`src/hdl/ptsrob_pkg.sv`:
```
package ptsrob_pkg;

	localparam int DEPTH    = 8;
	localparam int PTS_BITS = 33;
	localparam int ADDR_W   = $clog2(DEPTH);
	localparam int CNT_W    = $clog2(DEPTH + 1);
	localparam int FIELD_PTS_W = 33;
	localparam int TAG_W    = 8;
	localparam int PRIME_W  = 4;
	localparam int FILL_W   = 4;
	localparam int ENTRY_W  = PTS_BITS + TAG_W;
	localparam int CMP_W    = (CNT_W > PRIME_W) ? CNT_W : PRIME_W;
	localparam int PADDR_W  = 3;
	localparam int REG_IDX_W = PADDR_W - 2;

	localparam logic [PTS_BITS-1:0] PTS_SENTINEL = PTS_BITS'(24'hFFFFFF);
	localparam logic [PRIME_W-1:0]  PRIME_RESET  = 4'd8;
	localparam logic [REG_IDX_W-1:0] REG_PRIME   = '0;

	typedef enum logic {
		MODE_PUSH,
		MODE_POP
	} mode_t;

	typedef enum logic [1:0] {
		ST_PUSHED,
		ST_POPPED,
		ST_POP_REFUSED,
		ST_PUSH_FULL
	} status_t;

	typedef enum logic [2:0] {
		S_IDLE,
		S_POP_RD,
		S_SHIFT,
		S_SCAN_START,
		S_SCAN
	} ctrl_state_t;

	typedef struct packed {
		mode_t                  mode;
		logic [FIELD_PTS_W-1:0] entry_pts;
		logic [TAG_W-1:0]       entry_tag;
	} item_t;

	typedef struct packed {
		status_t                status;
		logic [FIELD_PTS_W-1:0] out_pts;
		logic [TAG_W-1:0]       out_tag;
		logic [FILL_W-1:0]      fill_count;
	} result_t;

	typedef struct packed {
		logic    push_wr;
		logic    pop_start;
		logic    pop_take;
		logic    shift_step;
		logic    scan_init;
		logic    scan_step;
		logic    emit;
		status_t code;
	} dp_cmd_t;

	typedef struct packed {
		logic             full;
		logic             empty;
		logic             more;
		logic [CNT_W-1:0] count;
	} dp_stat_t;

endpackage

```
`src/hdl/ptsrob_ram.sv`:
```
module ptsrob_ram #(
	parameter int WIDTH = 8,
	parameter int DEPTH = 8
) (
	input  logic                     clk,
	input  logic                     we,
	input  logic [$clog2(DEPTH)-1:0] waddr,
	input  logic [WIDTH-1:0]         wdata,
	input  logic [$clog2(DEPTH)-1:0] raddr,
	output logic [WIDTH-1:0]         rdata
);

	logic [WIDTH-1:0] mem_q [DEPTH];

	always_ff @(posedge clk) begin
		if (we) begin
			mem_q[waddr] <= wdata;
		end
		rdata <= mem_q[raddr];
	end

endmodule

```
`src/hdl/ptsrob_ctrl.sv`:
```
module ptsrob_ctrl (
	input  logic                          clk,
	input  logic                          arst_n,
	input  logic                          start,
	input  ptsrob_pkg::mode_t             mode,
	input  logic [ptsrob_pkg::PRIME_W-1:0] prime_count,
	input  ptsrob_pkg::dp_stat_t          stat,
	output ptsrob_pkg::dp_cmd_t           cmd,
	output logic                          busy
);

	import ptsrob_pkg::*;

	ctrl_state_t      state_q, state_d;
	logic             priming_q, priming_d;
	logic [CMP_W-1:0] need;
	logic [CMP_W-1:0] cnt_ext;

	always_ff @(posedge clk or negedge arst_n) begin
		if (!arst_n) begin
			state_q   <= S_IDLE;
			priming_q <= 1'b1;
		end else begin
			state_q   <= state_d;
			priming_q <= priming_d;
		end
	end

	always_comb begin
		cmd       = '0;
		state_d   = state_q;
		priming_d = priming_q;
		cnt_ext   = CMP_W'(stat.count);
		need      = (CMP_W'(prime_count) > CMP_W'(DEPTH)) ? CMP_W'(DEPTH)
		                                                   : CMP_W'(prime_count);
		case (state_q)
			S_IDLE: begin
				if (start) begin
					if (mode == MODE_PUSH) begin
						cmd.emit = 1'b1;
						if (stat.full) begin
							cmd.code = ST_PUSH_FULL;
						end else begin
							cmd.push_wr = 1'b1;
							cmd.code    = ST_PUSHED;
						end
					end else if (stat.empty || (priming_q && (cnt_ext < need))) begin
						cmd.emit = 1'b1;
						cmd.code = ST_POP_REFUSED;
					end else begin
						cmd.pop_start = 1'b1;
						priming_d     = 1'b0;
						state_d       = S_POP_RD;
					end
				end
			end
			S_POP_RD: begin
				cmd.pop_take = 1'b1;
				state_d      = stat.more ? S_SHIFT : S_SCAN_START;
			end
			S_SHIFT: begin
				cmd.shift_step = 1'b1;
				if (!stat.more) begin
					state_d = S_SCAN_START;
				end
			end
			S_SCAN_START: begin
				cmd.scan_init = 1'b1;
				if (stat.empty) begin
					cmd.emit = 1'b1;
					cmd.code = ST_POPPED;
					state_d  = S_IDLE;
				end else begin
					state_d = S_SCAN;
				end
			end
			S_SCAN: begin
				cmd.scan_step = 1'b1;
				if (!stat.more) begin
					cmd.emit = 1'b1;
					cmd.code = ST_POPPED;
					state_d  = S_IDLE;
				end
			end
			default: begin
				state_d = S_IDLE;
			end
		endcase
	end

	assign busy = (state_q != S_IDLE);

endmodule

```
`src/hdl/ptsrob_dp.sv`:
```
module ptsrob_dp (
	input  logic                 clk,
	input  logic                 arst_n,
	input  ptsrob_pkg::item_t    item,
	input  ptsrob_pkg::dp_cmd_t  cmd,
	output ptsrob_pkg::dp_stat_t stat,
	output logic                 done,
	output ptsrob_pkg::result_t  result
);

	import ptsrob_pkg::*;

	logic [CNT_W-1:0]    count_q;
	logic [ADDR_W-1:0]   best_slot_q;
	logic [PTS_BITS-1:0] best_pts_q;
	logic [ADDR_W-1:0]   idx_q;
	logic [PTS_BITS-1:0] hold_pts_q;
	logic [TAG_W-1:0]    hold_tag_q;
	logic                done_q;
	result_t             result_q;

	logic                we;
	logic [ADDR_W-1:0]   waddr;
	logic [ENTRY_W-1:0]  wdata;
	logic [ADDR_W-1:0]   raddr;
	logic [ENTRY_W-1:0]  rdata;

	logic [PTS_BITS-1:0] in_pts;
	logic [PTS_BITS-1:0] rd_pts;
	logic [TAG_W-1:0]    rd_tag;
	logic [CNT_W-1:0]    idx_ext;
	logic [CNT_W-1:0]    idx_p1;
	logic [CNT_W-1:0]    count_p1;

	ptsrob_ram #(
		.WIDTH(ENTRY_W),
		.DEPTH(DEPTH)
	) u_slots (
		.clk  (clk),
		.we   (we),
		.waddr(waddr),
		.wdata(wdata),
		.raddr(raddr),
		.rdata(rdata)
	);

	assign in_pts   = PTS_BITS'(item.entry_pts);
	assign rd_pts   = rdata[ENTRY_W-1:TAG_W];
	assign rd_tag   = rdata[TAG_W-1:0];
	assign idx_ext  = CNT_W'(idx_q);
	assign idx_p1   = idx_ext + CNT_W'(1);
	assign count_p1 = count_q + CNT_W'(1);

	assign stat.full  = (count_q == CNT_W'(DEPTH));
	assign stat.empty = (count_q == '0);
	assign stat.more  = (idx_p1 < count_q);
	assign stat.count = count_q;

	always_comb begin
		we    = 1'b0;
		waddr = idx_q;
		wdata = rdata;
		raddr = idx_q;
		if (cmd.push_wr) begin
			we    = 1'b1;
			waddr = ADDR_W'(count_q);
			wdata = {in_pts, item.entry_tag};
		end
		if (cmd.shift_step) begin
			we    = 1'b1;
			waddr = idx_q;
			wdata = rdata;
		end
		if (cmd.pop_start) begin
			raddr = best_slot_q;
		end else if (cmd.pop_take || cmd.scan_step) begin
			raddr = ADDR_W'(idx_p1);
		end else if (cmd.shift_step) begin
			raddr = ADDR_W'(idx_ext + CNT_W'(2));
		end else if (cmd.scan_init) begin
			raddr = '0;
		end
	end

	always_ff @(posedge clk or negedge arst_n) begin
		if (!arst_n) begin
			count_q     <= '0;
			best_slot_q <= '0;
			best_pts_q  <= PTS_SENTINEL;
			idx_q       <= '0;
			done_q      <= 1'b0;
		end else begin
			done_q <= cmd.emit;
			if (cmd.push_wr) begin
				count_q <= count_p1;
				if (in_pts < best_pts_q) begin
					best_slot_q <= ADDR_W'(count_q);
					best_pts_q  <= in_pts;
				end
			end
			if (cmd.pop_start) begin
				idx_q <= best_slot_q;
			end
			if (cmd.pop_take) begin
				count_q <= count_q - CNT_W'(1);
			end
			if (cmd.shift_step) begin
				idx_q <= ADDR_W'(idx_p1);
			end
			if (cmd.scan_init) begin
				idx_q       <= '0;
				best_slot_q <= '0;
				best_pts_q  <= PTS_SENTINEL;
			end
			if (cmd.scan_step) begin
				idx_q <= ADDR_W'(idx_p1);
				if (rd_pts < best_pts_q) begin
					best_slot_q <= idx_q;
					best_pts_q  <= rd_pts;
				end
			end
		end
	end

	always_ff @(posedge clk) begin
		if (cmd.pop_take) begin
			hold_pts_q <= rd_pts;
			hold_tag_q <= rd_tag;
		end
		if (cmd.emit) begin
			result_q.status     <= cmd.code;
			result_q.out_pts    <= (cmd.code == ST_POPPED) ? FIELD_PTS_W'(hold_pts_q) : '0;
			result_q.out_tag    <= (cmd.code == ST_POPPED) ? hold_tag_q : '0;
			result_q.fill_count <= cmd.push_wr ? FILL_W'(count_p1) : FILL_W'(count_q);
		end
	end

	assign done   = done_q;
	assign result = result_q;

`ifndef ASSERT_OFF
	a_push_room: assert property (@(posedge clk) disable iff (!arst_n)
		cmd.push_wr |-> (count_q != CNT_W'(DEPTH)))
		else $error("push written into a full buffer");

	a_pop_slot: assert property (@(posedge clk) disable iff (!arst_n)
		cmd.pop_start |-> (CNT_W'(best_slot_q) < count_q))
		else $error("pop selects a slot outside the held entries");

	a_push_count: assert property (@(posedge clk) disable iff (!arst_n)
		cmd.push_wr |=> (count_q == CNT_W'($past(count_q) + CNT_W'(1))))
		else $error("entry count did not advance on push");
`endif

endmodule

```
`src/hdl/pts_reorder_buffer_unit.sv`:
```
// channel   | signals                                  | beat taken when
// ----------+------------------------------------------+------------------------------
// command   | start, busy, item                        | start high, busy low
// result    | done, result                             | done high (one cycle, no stall)
// config    | psel, penable, pwrite, paddr, pwdata,    | psel, penable, pwrite, pready
//           | prdata, pready                           |
// push and refused beats: result in the cycle after the command beat
// pop: read the selected slot, shift the entries above it down, then a minimum scan over the
//   remaining entries through the slot memory
// busy stays high through a pop; reset clears counts and restarts priming, slot memory is not cleared
// results cannot be held off: each beat is shown for exactly one cycle
module pts_reorder_buffer_unit (
	input  logic                          clk,
	input  logic                          arst_n,
	input  logic                          start,
	output logic                          busy,
	input  ptsrob_pkg::item_t             item,
	output logic                          done,
	output ptsrob_pkg::result_t           result,
	input  logic                          psel,
	input  logic                          penable,
	input  logic                          pwrite,
	input  logic [ptsrob_pkg::PADDR_W-1:0] paddr,
	input  logic [31:0]                   pwdata,
	output logic [31:0]                   prdata,
	output logic                          pready
);

	import ptsrob_pkg::*;

	logic [PRIME_W-1:0] prime_q;
	logic               sel_prime;
	dp_cmd_t            cmd;
	dp_stat_t           stat;

	assign pready    = 1'b1;
	assign sel_prime = (paddr[PADDR_W-1:2] == REG_PRIME);
	assign prdata    = sel_prime ? 32'(prime_q) : '0;

	always_ff @(posedge clk or negedge arst_n) begin
		if (!arst_n) begin
			prime_q <= PRIME_RESET;
		end else if (psel && penable && pwrite && pready && sel_prime) begin
			prime_q <= pwdata[PRIME_W-1:0];
		end
	end

	ptsrob_ctrl u_ctrl (
		.clk        (clk),
		.arst_n     (arst_n),
		.start      (start),
		.mode       (item.mode),
		.prime_count(prime_q),
		.stat       (stat),
		.cmd        (cmd),
		.busy       (busy)
	);

	ptsrob_dp u_dp (
		.clk   (clk),
		.arst_n(arst_n),
		.item  (item),
		.cmd   (cmd),
		.stat  (stat),
		.done  (done),
		.result(result)
	);

endmodule

```
`config.mk`:
```
export PLATFORM = sky130hd
export DESIGN_NAME = pts_reorder_buffer_unit
export DESIGN_NICKNAME = d
export VERILOG_FILES = /design/src/hdl/ptsrob_pkg.sv /design/src/hdl/ptsrob_ram.sv /design/src/hdl/ptsrob_ctrl.sv /design/src/hdl/ptsrob_dp.sv /design/src/hdl/pts_reorder_buffer_unit.sv
export SDC_FILE = /design/constraint.sdc
export NUM_CORES = 1
export LEC_CHECK = 0
export ABC_CLOCK_PERIOD_IN_PS = 5700
export BUFFER_PORTS_ARGS = -buffer_cell sky130_fd_sc_hd__clkbuf_2
export CORE_MARGIN = 2
export CORE_UTILIZATION = 55
export DETAILED_ROUTE_END_ITERATION = 10
export PLACE_DENSITY = 0.73
export SLEW_MARGIN = 40
export SYNTH_ARGS = -nofsm -noshare
export SYNTH_HDL_FRONTEND = slang
export SYNTH_SLANG_ARGS = --single-unit
```
`constraint.sdc`:
```
create_clock -name clk -period 5.7 [get_ports clk]
set_input_delay 0.57 -clock clk [delete_from_list [all_inputs] [get_ports clk]]
set_output_delay 0.57 -clock clk [all_outputs]
set_load 0.05 [all_outputs]
```
======== Yosys cells after proc, flatten, opt, wreduce, memory -nomap -nowiden ========
Memories as Yosys holds them, arrays and structs flattened. A register that Yosys moved wholly into a read port is not among the register bits.
Cells that the tools add are included.
word-level totals
  output and inout bits ................... 82
  RAM bits ................................ 328
  memories ................................ 1
  word-level logic and storage cells ...... 104
  input port bits ......................... 83
  register bits after elaboration ......... 140
memory list
  name                depth  bits a word  read ports  clocked after memory_dff  write ports  line              source
  u_dp.u_slots.mem_q  8      41           1           1                         1            ptsrob_ram.sv:13  logic [WIDTH-1:0] mem_q [DEPTH];
operators by class
  add/sub/neg operators ................... 4
  equal/unequal tests ..................... 11
  mux-type cells .......................... 55
  bitwise operators ....................... 2
  reduce and logical (&&, ||, !) cells .... 12
  magnitude comparators ................... 5
operators with widths
  operator                                             count
  two-way mux 33 bit                                   5
  two-way mux 41 bit                                   2
  two-way mux 3 bit                                    26
  < comparator 33 bit                                  2
  two-way mux 4 bit                                    4
  one-hot mux 3 bit (5 select lines)                   1
  two-way mux 1 bit                                    13
  inequality test 2 bit, second input constant         5
  one-hot mux 3 bit (3 select lines)                   1
  < comparator 4 bit                                   2
  equality test 3 x 2 -> 1 bit, second input constant  2
  two-way mux 2 bit                                    3
  AND reduction 5 bit                                  1
  adder 3 x 1 -> 4 bit, second input constant          1
  adder 4 x 1 -> 4 bit, second input constant          1
  equality test 4 bit, second input constant           1
  > comparator 4 bit, second input constant            1
  logical AND 1 bit                                    4
  zero test 4 bit                                      1
  AND reduction 4 bit                                  1
  nonzero test 4 bit                                   1
  subtractor 4 x 1 -> 4 bit, second input constant     1
  adder 3 x 2 -> 3 bit, second input constant          1
  equality test 3 x 1 -> 1 bit, second input constant  1
  6 further kinds                                      8

======== Logic depth before layout (Yosys ltp) ========
Gate-level depths: netlist of run 1.
  depth in word-level cells ............... 13
  gate-level depth with buffers ........... 13
  depth with buffers taken out ............ 10

======== Cells and area by module ========
A second synthesis of run 1 with hierarchy kept.
unflattened totals
  cells, all modules ...................... 1416
  area total of the unflattened synthesis .. 22649.2 um^2
modules (own cells, without submodules)
  module                   times used  sequential area each (um^2)  cells an instance  area an instance (um^2)
  ptsrob_ram               1           10670.2                      528                13492.9
  ptsrob_dp                1           3773.6                       798                8356.8
  pts_reorder_buffer_unit  1           101.3                        44                 430.4
  ptsrob_ctrl              1           101.3                        46                 369.1

======== Worst setup path after synthesis of run 1 ========
No wires, ideal clock.
  path kind ............................... register to register
  from .................................... register prime_q[3]
  to ...................................... register u_dp.result_q, in the netlist u_dp.result[0] (enable)
  data required time ...................... 5.237 ns
  stages on the path, launching flop included .. 7
  arrival ................................. 3.741 ns
  path buffers ............................ 0
  clock period less this slack ............ 4.203 ns
  slack ................................... 1.497 ns
  library setup time ...................... 0.463 ns
  cells stage by stage .................... dfstp_2 > inv_1 > ha_1 > or3b_2 > nand3b_1 > nor2_1 > o21bai_1
RTL lines
  what                      line                           source
  start: declaration        pts_reorder_buffer_unit.sv:31  logic [PRIME_W-1:0] prime_q;
  start signal: assignment  pts_reorder_buffer_unit.sv:44  prime_q <= pwdata[PRIME_W-1:0];
  end: declaration          ptsrob_dp.sv:20                result_t result_q;

======== Final worst setup path of run 1 ========
  from .................................... register u_dp.count_q[0]
  to ...................................... register u_dp.best_slot_q[2]
between the ends
  cells in the longest elaborated chain, start to end .. 9
RTL lines
  what                      line               source
  start: declaration        ptsrob_dp.sv:13    logic [CNT_W-1:0] count_q;
  start signal: assignment  ptsrob_dp.sv:95    count_q <= count_p1;
  start signal: assignment  ptsrob_dp.sv:105   count_q <= count_q - CNT_W'(1);
  equality test 4 bit (*)   ptsrob_dp.sv:54    assign stat.full = (count_q == CNT_W'(DEPTH));
  two-way mux 1 bit (*)     ptsrob_ctrl.sv:41  if (stat.full) begin
  two-way mux 1 bit (*)     ptsrob_ctrl.sv:39  if (mode == MODE_PUSH) begin
  two-way mux 2 bit (*)     ptsrob_ctrl.sv:38  if (start) begin
  two-way mux 2 bit (*)     ptsrob_ctrl.sv:36  case (state_q)
  two-way mux 3 bit (*)     ptsrob_dp.sv:94    if (cmd.push_wr) begin
  two-way mux 3 bit (*)     ptsrob_dp.sv:110   if (cmd.scan_init) begin
  two-way mux 3 bit         ptsrob_dp.sv:117   if (rd_pts < best_pts_q) begin
  two-way mux 3 bit (*)     ptsrob_dp.sv:115   if (cmd.scan_step) begin
  end signal: assignment    ptsrob_dp.sv:97    best_slot_q <= ADDR_W'(count_q);
  end signal: assignment    ptsrob_dp.sv:118   best_slot_q <= idx_q;
  end: declaration          ptsrob_dp.sv:14    logic [ADDR_W-1:0] best_slot_q;
Mark *: on every way between the ends. The rest lies on a longest branch, timed or not.
A chain may end at the register's enable or synchronous reset.

==> summary.txt, run 1 <==
Timing
  – Worst slew margin: 41.71%
  – Final Hold Fails: 0
  – Period utilisation layout: 69.34%
  – Fin Hold WS: between 0.2 and 0.25 ns
  – Final Setup Violations: 0
  – Skew final: 0.02778 ns
  – Worst slew pin tran: around 0.87 ns
  – Fmax: 253.0 MHz
  – Min cycle time layout: a little under 4 ns
  – RSZ-0062 raised after global routing: false
  – Final Max Tran Viols: 0
  – Setup TNS: 0 ns

Yosys
  – Post-synth EDFFs: approximately 420
  – Post-synth top flop: edfxtp_1
  – Top area cells in the synthesized netlist: edfxtp_1, nand2_1, ha_1, dfxtp_1, mux2i_1
  – Warnings from Yosys: 0
  – Post-Syn Instances: 1644
  – Post-synthesis sequential area ratio: 66.29%
  – Synth Register Bits: 509
  – Largest area contributor in the netlist: edfxtp_1
  – Top-area cell type share of the netlist area: between 50% and 60%
  – Average size of a mapped cell: about 13 µm²
  – Area of the mapped netlist: ~22000 µm²
  – Async S/R FF share, synth: 10.22%
  – Synth cell types: 68

Cells and area
  – Nets: 1904
  – Synth-to-layout area growth: 11.80%
  – Final core utilization: 62.17%
  – Post-route design area: 24700 µm²
  – Layout cells sized above 1: approximately a fifth

Critical path
  – R2r worst-path depth: 9
  – Critical path class: reg -> reg
  – FF-to-FF setup slack: between 1.5 and 2 ns
  – Required time of the critical path: 6.19 ns
  – CP Launch Type: register
  – Crit path capture type: register
  – Critical R2R Launch: u_dp.count_q[0]
  – Setup crit start: u_dp.count_q[0]
  – R2R Path End: u_dp.best_slot_q[2]
  – Maximum net fanout on the critical path: 19
  – CP arrival: between 4 and 5 ns

Global route
  – GRT Total Usage: 22.74%
  – Remaining Overflow, GRT: 0
  – Vias in the first global route: 12840
  – Largest net degree at the start of global routing: 103
  – Initial antenna violation count: 0
  – First-pass GRT wire length: 72.48 mm

CTS
  – CTS tree: built
  – Worst skew pair latency: 0.59 ns
  – Post-CTS Resized: 0
  – Cts bufs inserted: 49
  – H-tree lvl count: 2
  – Clk slew on worst S/H paths: 0.07 ns
  – Clock sink count: 509
  – Maximum clock path buffer count: 3
  – Root buf cell: clkbuf_16

Placed design
  – IO Port Bufs: ~110
  – DP Wirelength: around 28 mm
  – Routability Congestion: 0.8418
  – Post-DP Area: 23080 µm²

Min path
  – Hold path startpoint: pwdata[0]
  – Worst hold path class: in -> reg
  – Cells on Worst Hold Path: 2
  – Hold EP: prime_q[0]

Floorplanning
  – Core ar.: 39730 µm²
  – Die X: 204.4 µm
  – Initial Util: 55.61%
  – Full die area: 41790 µm²
  – Row Count: 73
  – Height of the die: 204.4 µm
  – I/O pin total: 165

Power and ir drop
  – Peak supply drop: 511.6 µV
  – P_leak: 9.508 nW
  – Power Density: 639.5 nW/µm²

Routing
  – Routed Antenna Nets: 0
  – Final wirelength: 47.14 mm
  – Initial drt markers: between 1000 and 1500
  – Via density: approximately 5.7
  – Routed via count: 13140
  – Initial DRT Pass Iterations: 5
  – Drc violations: 0
  – Average wire per cell in the routed design: 20.38 µm

Run
  – Max-cap violations: 0

Outcome
  – Outcome: completed
==> power by group <==
part | internal, mW | total (mW) | switching [mW] | leakage [nW]
registers | 5.59 | 6.10 | 0.509 | 4.72
logic | 2.24 | 6.51 | 4.26 | 4.01
clock network | 1.84 | 3.19 | 1.35 | 0.778
total | 9.67 | 15.8 | 6.12 | 9.51
==> cells by family after synthesis <==
| kind of cell | synth area share [%] |
|---|---|
| other cells | 0.03399 |
| xor+xnor | 0.3568 |
| compound gates | 4.513 |
| fa+ha+maj | 4.191 |
| flops | 66.29 |
| simple gates | 12.34 |
| buf+inv | 3.868 |
| mux | 8.409 |
==> state kept, by name, summed over array words and instances (netlist names), 4 cells and up <==
name and cells:
prime_q 4, u_dp.best_pts_q 33, u_dp.count_q 4, u_dp.hold_pts_q 33
u_dp.hold_tag_q 8, u_dp.result 47, u_dp.u_slots.mem_q 328, u_dp.u_slots.rdata 41
==> per-stage QoR <==
stage | worst slack, ns | power [mW] | cells
4_1_cts | 1.761 | 15.85 | 2310
6_report | 1.748 | 15.80 | 2313
5_1_grt | 1.568 | 16.73 | 2312
2_1_floorplan | 1.497 | 10.79 | 1671
3_5_place_dp | 1.759 | 12.64 | 2219
3_3_place_gp | 1.850 | 12.38 | 2218
==> synthesized netlist by cell type (35+ instances only) <==
cell	n
buf_4	35
ha_1	74
and2_1	46
mux2i_1	81
nand3_1	88
nor2_1	82
buf_2	35
a32oi_1	44
and3_1	43
nand2_1	287
mux2_2	53
inv_1	44
dfxtp_1	41
edfxtp_1	416
==> worst max-delay path, cell delays in order (launching register included) <==
cell	delay, ns
dfrtp_1	0.54
inv_1	0.17
ha_1	0.27
and3_1	0.24
nor3_4	0.59
o211ai_2	0.22
a2111oi_4	0.81
buf_4	0.49
mux2_2	0.38
mux2i_1	0.15
==> metal layers <==
metal / share of wire (%) / GRT usage, %
met1: 44 / 31.50
met2: 48 / 37.22
met3: 6.1 / 3.540
met4: 2.5 / 7.039
met5: 0 / 0
==> placed cells by master (no fill, tap or decap), types with 46 or more instances in the layout <==
master and instances:
clkbuf_2 105, ha_1 74, mux2i_1 79, mux2_2 52
and2_1 46, clkbuf_16 49, nand2_1 286, nand3_1 88
nor2_1 72, edfxtp_1 416
==> layout make-up <==
type	count	area [µm²]
timing repair buffer	137	825.8
clock inverter	24	241.5
inverter	45	168.9
multi-input combinational	1005	6817
tap	525	656.9
clock buffer	67	1344
fill	2894	15030
sequential	509	14650
antenna	1	2.502
==> how the worst max path moves through the flow <==
stage	endpoint	slack, ns
after floorplan	u_dp.result[0]	1.50
after global placement	u_dp.u_slots.rdata[11]	1.85
after detailed placement	u_dp.best_slot_q[1]	1.76
after CTS	u_dp.best_slot_q[1]	1.76
after global routing	u_dp.best_slot_q[1]	1.57
final	u_dp.best_slot_q[2]	1.75
==> timing repair <==
item	CTS	global route
hold buffers	0	1
hold endpoints to repair	0	17
setup buffers	0	0
setup endpoints to repair	0	0
Power figures use the tool's default switching activity.
==> run 2, diff against run 1 <==
--- a/config.mk
+++ b/config.mk
@@ -5,12 +5,12 @@
 export SDC_FILE = /design/constraint.sdc
 export NUM_CORES = 1
 export LEC_CHECK = 0
-export ABC_CLOCK_PERIOD_IN_PS = 5700
+export ABC_CLOCK_PERIOD_IN_PS = 3230
 export BUFFER_PORTS_ARGS = -buffer_cell sky130_fd_sc_hd__clkbuf_2
 export CORE_MARGIN = 2
-export CORE_UTILIZATION = 55
+export CORE_UTILIZATION = 54
 export DETAILED_ROUTE_END_ITERATION = 10
-export PLACE_DENSITY = 0.73
+export PLACE_DENSITY = 0.75
 export SLEW_MARGIN = 40
 export SYNTH_ARGS = -nofsm -noshare
 export SYNTH_HDL_FRONTEND = slang
==> constraint.sdc (replaced) <==
create_clock -name clk -period 3.23 [get_ports clk]
set_input_delay 0.323 -clock clk [delete_from_list [all_inputs] [get_ports clk]]
set_output_delay 0.323 -clock clk [all_outputs]
set_load 0.05 [all_outputs]
==> summary.txt, run 2 (synthesized netlist as in run 1, its figures left out) <==
Outcome
  – Outcome: completed

Cells and area
  – Nets: 1939
  – ANT cells: 0
  – Most frequent cells in the layout: edfxtp_1, nand2_1, clkbuf_2
  – Most common cell after layout, fill and taps aside: edfxtp_1
  – Synth-to-layout area growth: 14.05%
  – Max FFs per register: between 300 and 400
  – Reg with most FFs: u_dp.u_slots.mem_q
  – Fillers: 2939
  – Layout cells sized above 1: 20.41%
  – Final core utilization: 62.00%

Timing
  – Worst slew pin tran: 0.7270 ns
  – Final Setup Violations: 0
  – Fin Hold WS: around 0.09 ns
  – Final Hold Fails: 0
  – RSZ-0062 raised after global routing: true
  – Final Max Tran Viols: 0
  – Worst slew margin: 51.53%
  – Skew final: 0.02840 ns
  – Fmax: 320.5 MHz
  – Min cycle time layout: 3.120 ns
  – Period utilisation layout: a little over nine tenths

Placed design
  – IO Port Bufs: between 100 and 150
  – DP Wirelength: a little under 30 mm
  – Routability Congestion: 0.8541

Global route
  – Vias in the first global route: 13250
  – GRT Total Usage: ~23%
  – Initial antenna violation count: 0
  – First-pass GRT wire length: 73.04 mm
  – Largest net degree at the start of global routing: 70
  – Remaining Overflow, GRT: 0

Routing
  – Average wire per cell in the routed design: 20.08 µm
  – Initial drt markers: 1187
  – Final wirelength: 47.30 mm
  – Via density: ~5.6
  – Initial DRT Pass Iterations: 8
  – Routed Antenna Nets: 0
  – Routed via count: 13270
  – Drc violations: 0

Critical path
  – Maximum net fanout on the critical path: 22
  – Critical path class: reg -> reg
  – Required time of the critical path: 3.72 ns
  – Crit path capture type: register
  – CP Launch Type: register
  – CP arrival: 3.61 ns

Power and ir drop
  – Peak supply drop: 957.2 µV
  – Clock power share: 19.2%
  – Sw frac: 38.33%
  – Combinational Power Share: a little over two fifths
  – Seq pwr share: between 30% and 40%
  – Net Switching: 10.96 mW
  – Pint: 17.63 mW
  – Power Density: 1134 nW/µm²
  – P_leak: 9.732 nW
  – Pwr Total: roughly 29 mW

Run
  – Max-cap violations: 0

CTS
  – Clk slew on worst S/H paths: 0.06 ns
  – Maximum clock path buffer count: 3
  – Worst skew pair latency: 0.59 ns
  – CTS tree: built
  – H-tree lvl count: 2
  – Clock sink count: 509
  – Cts bufs inserted: 49
  – Post-CTS Setup Bufs: 0
  – Root buf cell: clkbuf_16

Floorplanning
  – I/O pin total: around 170
  – Initial Util: 54.36%
  – Die X: 206.3 µm
  – Height of the die: 206.3 µm
  – Full die area: 42550 µm²
  – Row Count: 74
  – Core ar.: 40650 µm²

Min path
  – Worst hold path class: in -> reg
[run 2: cell count changes in the layout (fill, tap and decap cells not counted), moves of 3 or more]
cell and change:
buf_12 +21, buf_4 +10, clkbuf_1 +7, clkinv_1 -3
dlygate4sd3_1 +4
[run 2: power groups by stage]
stage               combinational [mW]  sequential, mW  clock [mW]
floorplan                         7.95            11.1           0
global placement                  12.0            10.7           0
detailed placement                12.4            10.8           0
CTS                               12.5            10.6        5.58
global route                      13.7            10.8        5.84
finish                            12.4            10.6        5.50
[run 2: worst paths after layout]
path	from	endpoint	slack (ns)	cells past startpoint
min reg2reg	u_dp.u_slots.rdata[6]	u_dp.hold_tag_q[6]	0.44	0
min	start	u_ctrl.state_q[0]	0.09	3
min in group asynchronous	arst_n	u_dp.done	0.22	3
max reg2reg	u_dp.best_pts_q[6]	u_dp.best_slot_q[0]	0.11	10
max in group asynchronous	arst_n	prime_q[3]	2.44	4
max	u_dp.best_pts_q[6]	u_dp.best_slot_q[0]	0.11	10
[run 2: final cells by class]
type | count | area (µm²) | area share [%]
Clock buffer | 72 | 1343 | 5.328
Clock inverter | 20 | 205.2 | 0.8143
Inverter | 45 | 168.9 | 0.6703
Multi-Input combinational cell | 1005 | 6825 | 27.09
Sequential cell | 509 | 14650 | 58.12
Tap cell | 532 | 665.6 | 2.642
Timing Repair Buffer | 172 | 1345 | 5.338
[run 2: timing repair]
action,in CTS,in global routing
endpoints found under the hold margin,30,0
setup endpoints to repair,1,11
hold buffers,5,0
resized for setup,1,2
[run 2: routing by layer]
metal / GRT usage (%) / wire length, µm
met3: 3.500 / 2897
met1: 29.94 / 20030
met5: 0 / 0
met4: 7.168 / 1102
met2: 38.48 / 23270
[run 2: critical path, stage by stage, from the launching register on]
cell	delay (ns)
dfstp_2	0.53
inv_1	0.05
ha_1	0.30
a211oi_1	0.22
nor2_1	0.10
a2111oi_2	0.46
o21ai_2	0.19
a2111oi_4	0.43
buf_12	0.27
mux2_2	0.35
mux2i_1	0.14
[run 2: per-stage QoR]
step	cells	cell area, µm²	setup WS, ns	TNS [ns]
after floorplan	1671	22200	-0.8862	-259.82
after global placement	2257	23560	0.04070	0
after detailed placement	2257	23570	-0.004602	-0.004602
after CTS	2354	25170	0.1208	0
after global routing	2355	25200	-0.04977	-0.1040
final	2355	25200	0.1099	0
==> run 3, diff against run 2 <==
--- a/config.mk
+++ b/config.mk
@@ -8,9 +8,9 @@
 export ABC_CLOCK_PERIOD_IN_PS = 3230
 export BUFFER_PORTS_ARGS = -buffer_cell sky130_fd_sc_hd__clkbuf_2
 export CORE_MARGIN = 2
-export CORE_UTILIZATION = 54
+export CORE_UTILIZATION = 36
 export DETAILED_ROUTE_END_ITERATION = 10
-export PLACE_DENSITY = 0.75
+export PLACE_DENSITY = 0.53
 export SLEW_MARGIN = 40
 export SYNTH_ARGS = -nofsm -noshare
 export SYNTH_HDL_FRONTEND = slang
==> summary.txt, run 3 (synthesized netlist as in run 1, its figures left out) <==
Cells and area
  – Most frequent cells in the layout: edfxtp_1, nand2_1, clkbuf_2
  – Synth-to-layout area growth: 17.67%
  – Layout cells sized above 1: 21.83%
  – Max FFs per register: 328
  – Reg with most FFs: u_dp.u_slots.mem_q
  – Nets: 1963
  – Post-route design area: 26000 µm²
  – Fin cells: 2635
  – Most common cell after layout, fill and taps aside: edfxtp_1
  – Final core utilization: 42.99%
  – Fillers: 5449

Global route
  – Vias in the first global route: around 13000
  – First-pass GRT wire length: 79.61 mm
  – Initial antenna violation count: 3
  – Remaining Overflow, GRT: 0
  – Largest net degree at the start of global routing: 61
  – GRT Total Usage: 16.60%

Timing
  – Fmax: 319.6 MHz
  – Worst slew margin: 57.45%
  – Final Hold Fails: 0
  – Final Setup Violations: 0
  – Min cycle time layout: between 3 and 4 ns
  – RSZ-0062 raised after global routing: false
  – Skew final: 0.02959 ns
  – Period utilisation layout: 96.88%
  – Final Max Tran Viols: 0
  – Worst slew pin tran: 0.6345 ns
  – Setup WS post-layout: 0.1007 ns

Placed design
  – IO Port Bufs: 105
  – DP Wirelength: 33.01 mm
  – Post-DP Area: about 24000 µm²
  – Pre-CTS setup slack: 0.01647 ns
  – Routability Congestion: approximately 0.83
  – # placed instances: 2520

Floorplanning
  – Row Count: 90
  – Initial Util: 36.54%
  – I/O pin total: 165
  – Height of the die: about 250 µm
  – Full die area: 63370 µm²
  – Die X: 251.7 µm
  – Core ar.: 60470 µm²

Critical path
  – FF-to-FF setup slack: just over 0.1 ns
  – Maximum net fanout on the critical path: 12
  – Required time of the critical path: ~3.8 ns
  – CP arrival: 3.65 ns
  – Crit path capture type: register
  – Critical path class: reg -> reg
  – CP Launch Type: register

Power and ir drop
  – Power Density: between 1000 and 1500 nW/µm²
  – P_leak: 9.974 nW
  – Peak supply drop: 745.7 µV
  – Pwr Total: 30.03 mW

CTS
  – Maximum clock path buffer count: 3
  – Clk slew on worst S/H paths: 0.06 ns
  – Clock sink count: 509
  – Cts bufs inserted: 53
  – Root buf cell: clkbuf_16
  – CTS tree: built
  – Worst skew pair latency: 0.62 ns
  – H-tree lvl count: 2

Routing
  – Initial DRT Pass Iterations: 5
  – Via density: 5.059
  – Routed Antenna Nets: 0
  – Initial drt markers: 904
  – Average wire per cell in the routed design: roughly 20 µm
  – Drc violations: 0
  – Final wirelength: 53.15 mm
  – Routed via count: 13330

Min path
  – Worst hold path class: in -> reg

Run
  – Max-cap violations: 0

Outcome
  – Outcome: completed
run 3: cell types whose count changed in the layout (fill, tap and decap cells not counted), moves of 2 or more:
cell / change
clkbuf_1: -3
clkinv_8: -2
and2_1: -3
inv_6: +2
clkinv_16: +2
clkbuf_16: +6
clkbuf_8: +8
o21ai_1: +2
buf_4: +9
buf_12: +8
and2_2: +3
diode_2: +2
run 3: metal layers:
layer | vias to the layer above | part of all wire (%) | global-route usage (%)
met4 | 4 | 2.4 | 5.153
li1 | 6272 | - | -
met1 | 6672 | 45 | 22.36
met3 | 78 | 4.8 | 2.847
met5 | - | 0.051 | 0
met2 | 304 | 48 | 27.40
run 3: what timing repair did:
| action | CTS | global route |
|---|---|---|
| setup endpoints to repair | 0 | 34 |
| setup buffers | 0 | 6 |
| hold endpoints to repair | 17 | 0 |
| resized for setup | 0 | 3 |
| hold buffers | 5 | 0 |
run 3: cell type report:
cell class              count  area [µm²]  share of cell area, %
inverters                  45       168.9                 0.6497
well taps                 782       978.4                  3.763
multi-input cells        1005        6822                  26.24
diodes                      2       5.005                0.01925
clock buffers              81        1541                  5.929
repair buffers            192        1634                  6.285
clock inverters            19       202.7                 0.7796
flip-flops and latches    509       14650                  56.34
run 3: critical path: stages, from the launching register on:
cell       delay, ns
dfstp_2         0.53
inv_1           0.06
ha_1            0.30
o21a_1          0.20
o21a_1          0.15
o21ai_0         0.34
o21ai_1         0.13
buf_4           0.19
a2111oi_4       0.32
buf_4           0.31
mux2_2          0.36
mux2i_1         0.14
run 3: per-stage QoR:
step | setup TNS (ns) | hold WS [ns]
after floorplan | -259.82 | 0.02741
after CTS | 0 | 0.03261
after detailed placement | 0 | 0.2821
final | 0 | 0.06626
after global placement | 0 | 0.2842
after global routing | 0 | 0.08877
run 3: report_power, final:
| part | internal (mW) | total, mW | leakage [nW] | switching (mW) |
|---|---|---|---|---|
| Sequential | 9.85 | 10.6 | 4.72 | 0.780 |
| Clock | 3.47 | 6.02 | 0.857 | 2.55 |
| Combinational | 5.20 | 13.4 | 4.40 | 8.17 |
run 3: final timing paths:
path | from | end | depth (start not counted)
max in group asynchronous | arst_n | u_dp.best_pts_q[6] | 3
min in group asynchronous | arst_n | prime_q[1] | 2
min | start | u_ctrl.state_q[0] | 3
max reg2reg | u_dp.best_pts_q[14] | u_dp.best_slot_q[1] | 11
max | u_dp.best_pts_q[14] | u_dp.best_slot_q[1] | 11
min reg2reg | u_dp.u_slots.rdata[5] | u_dp.hold_tag_q[5] | 0
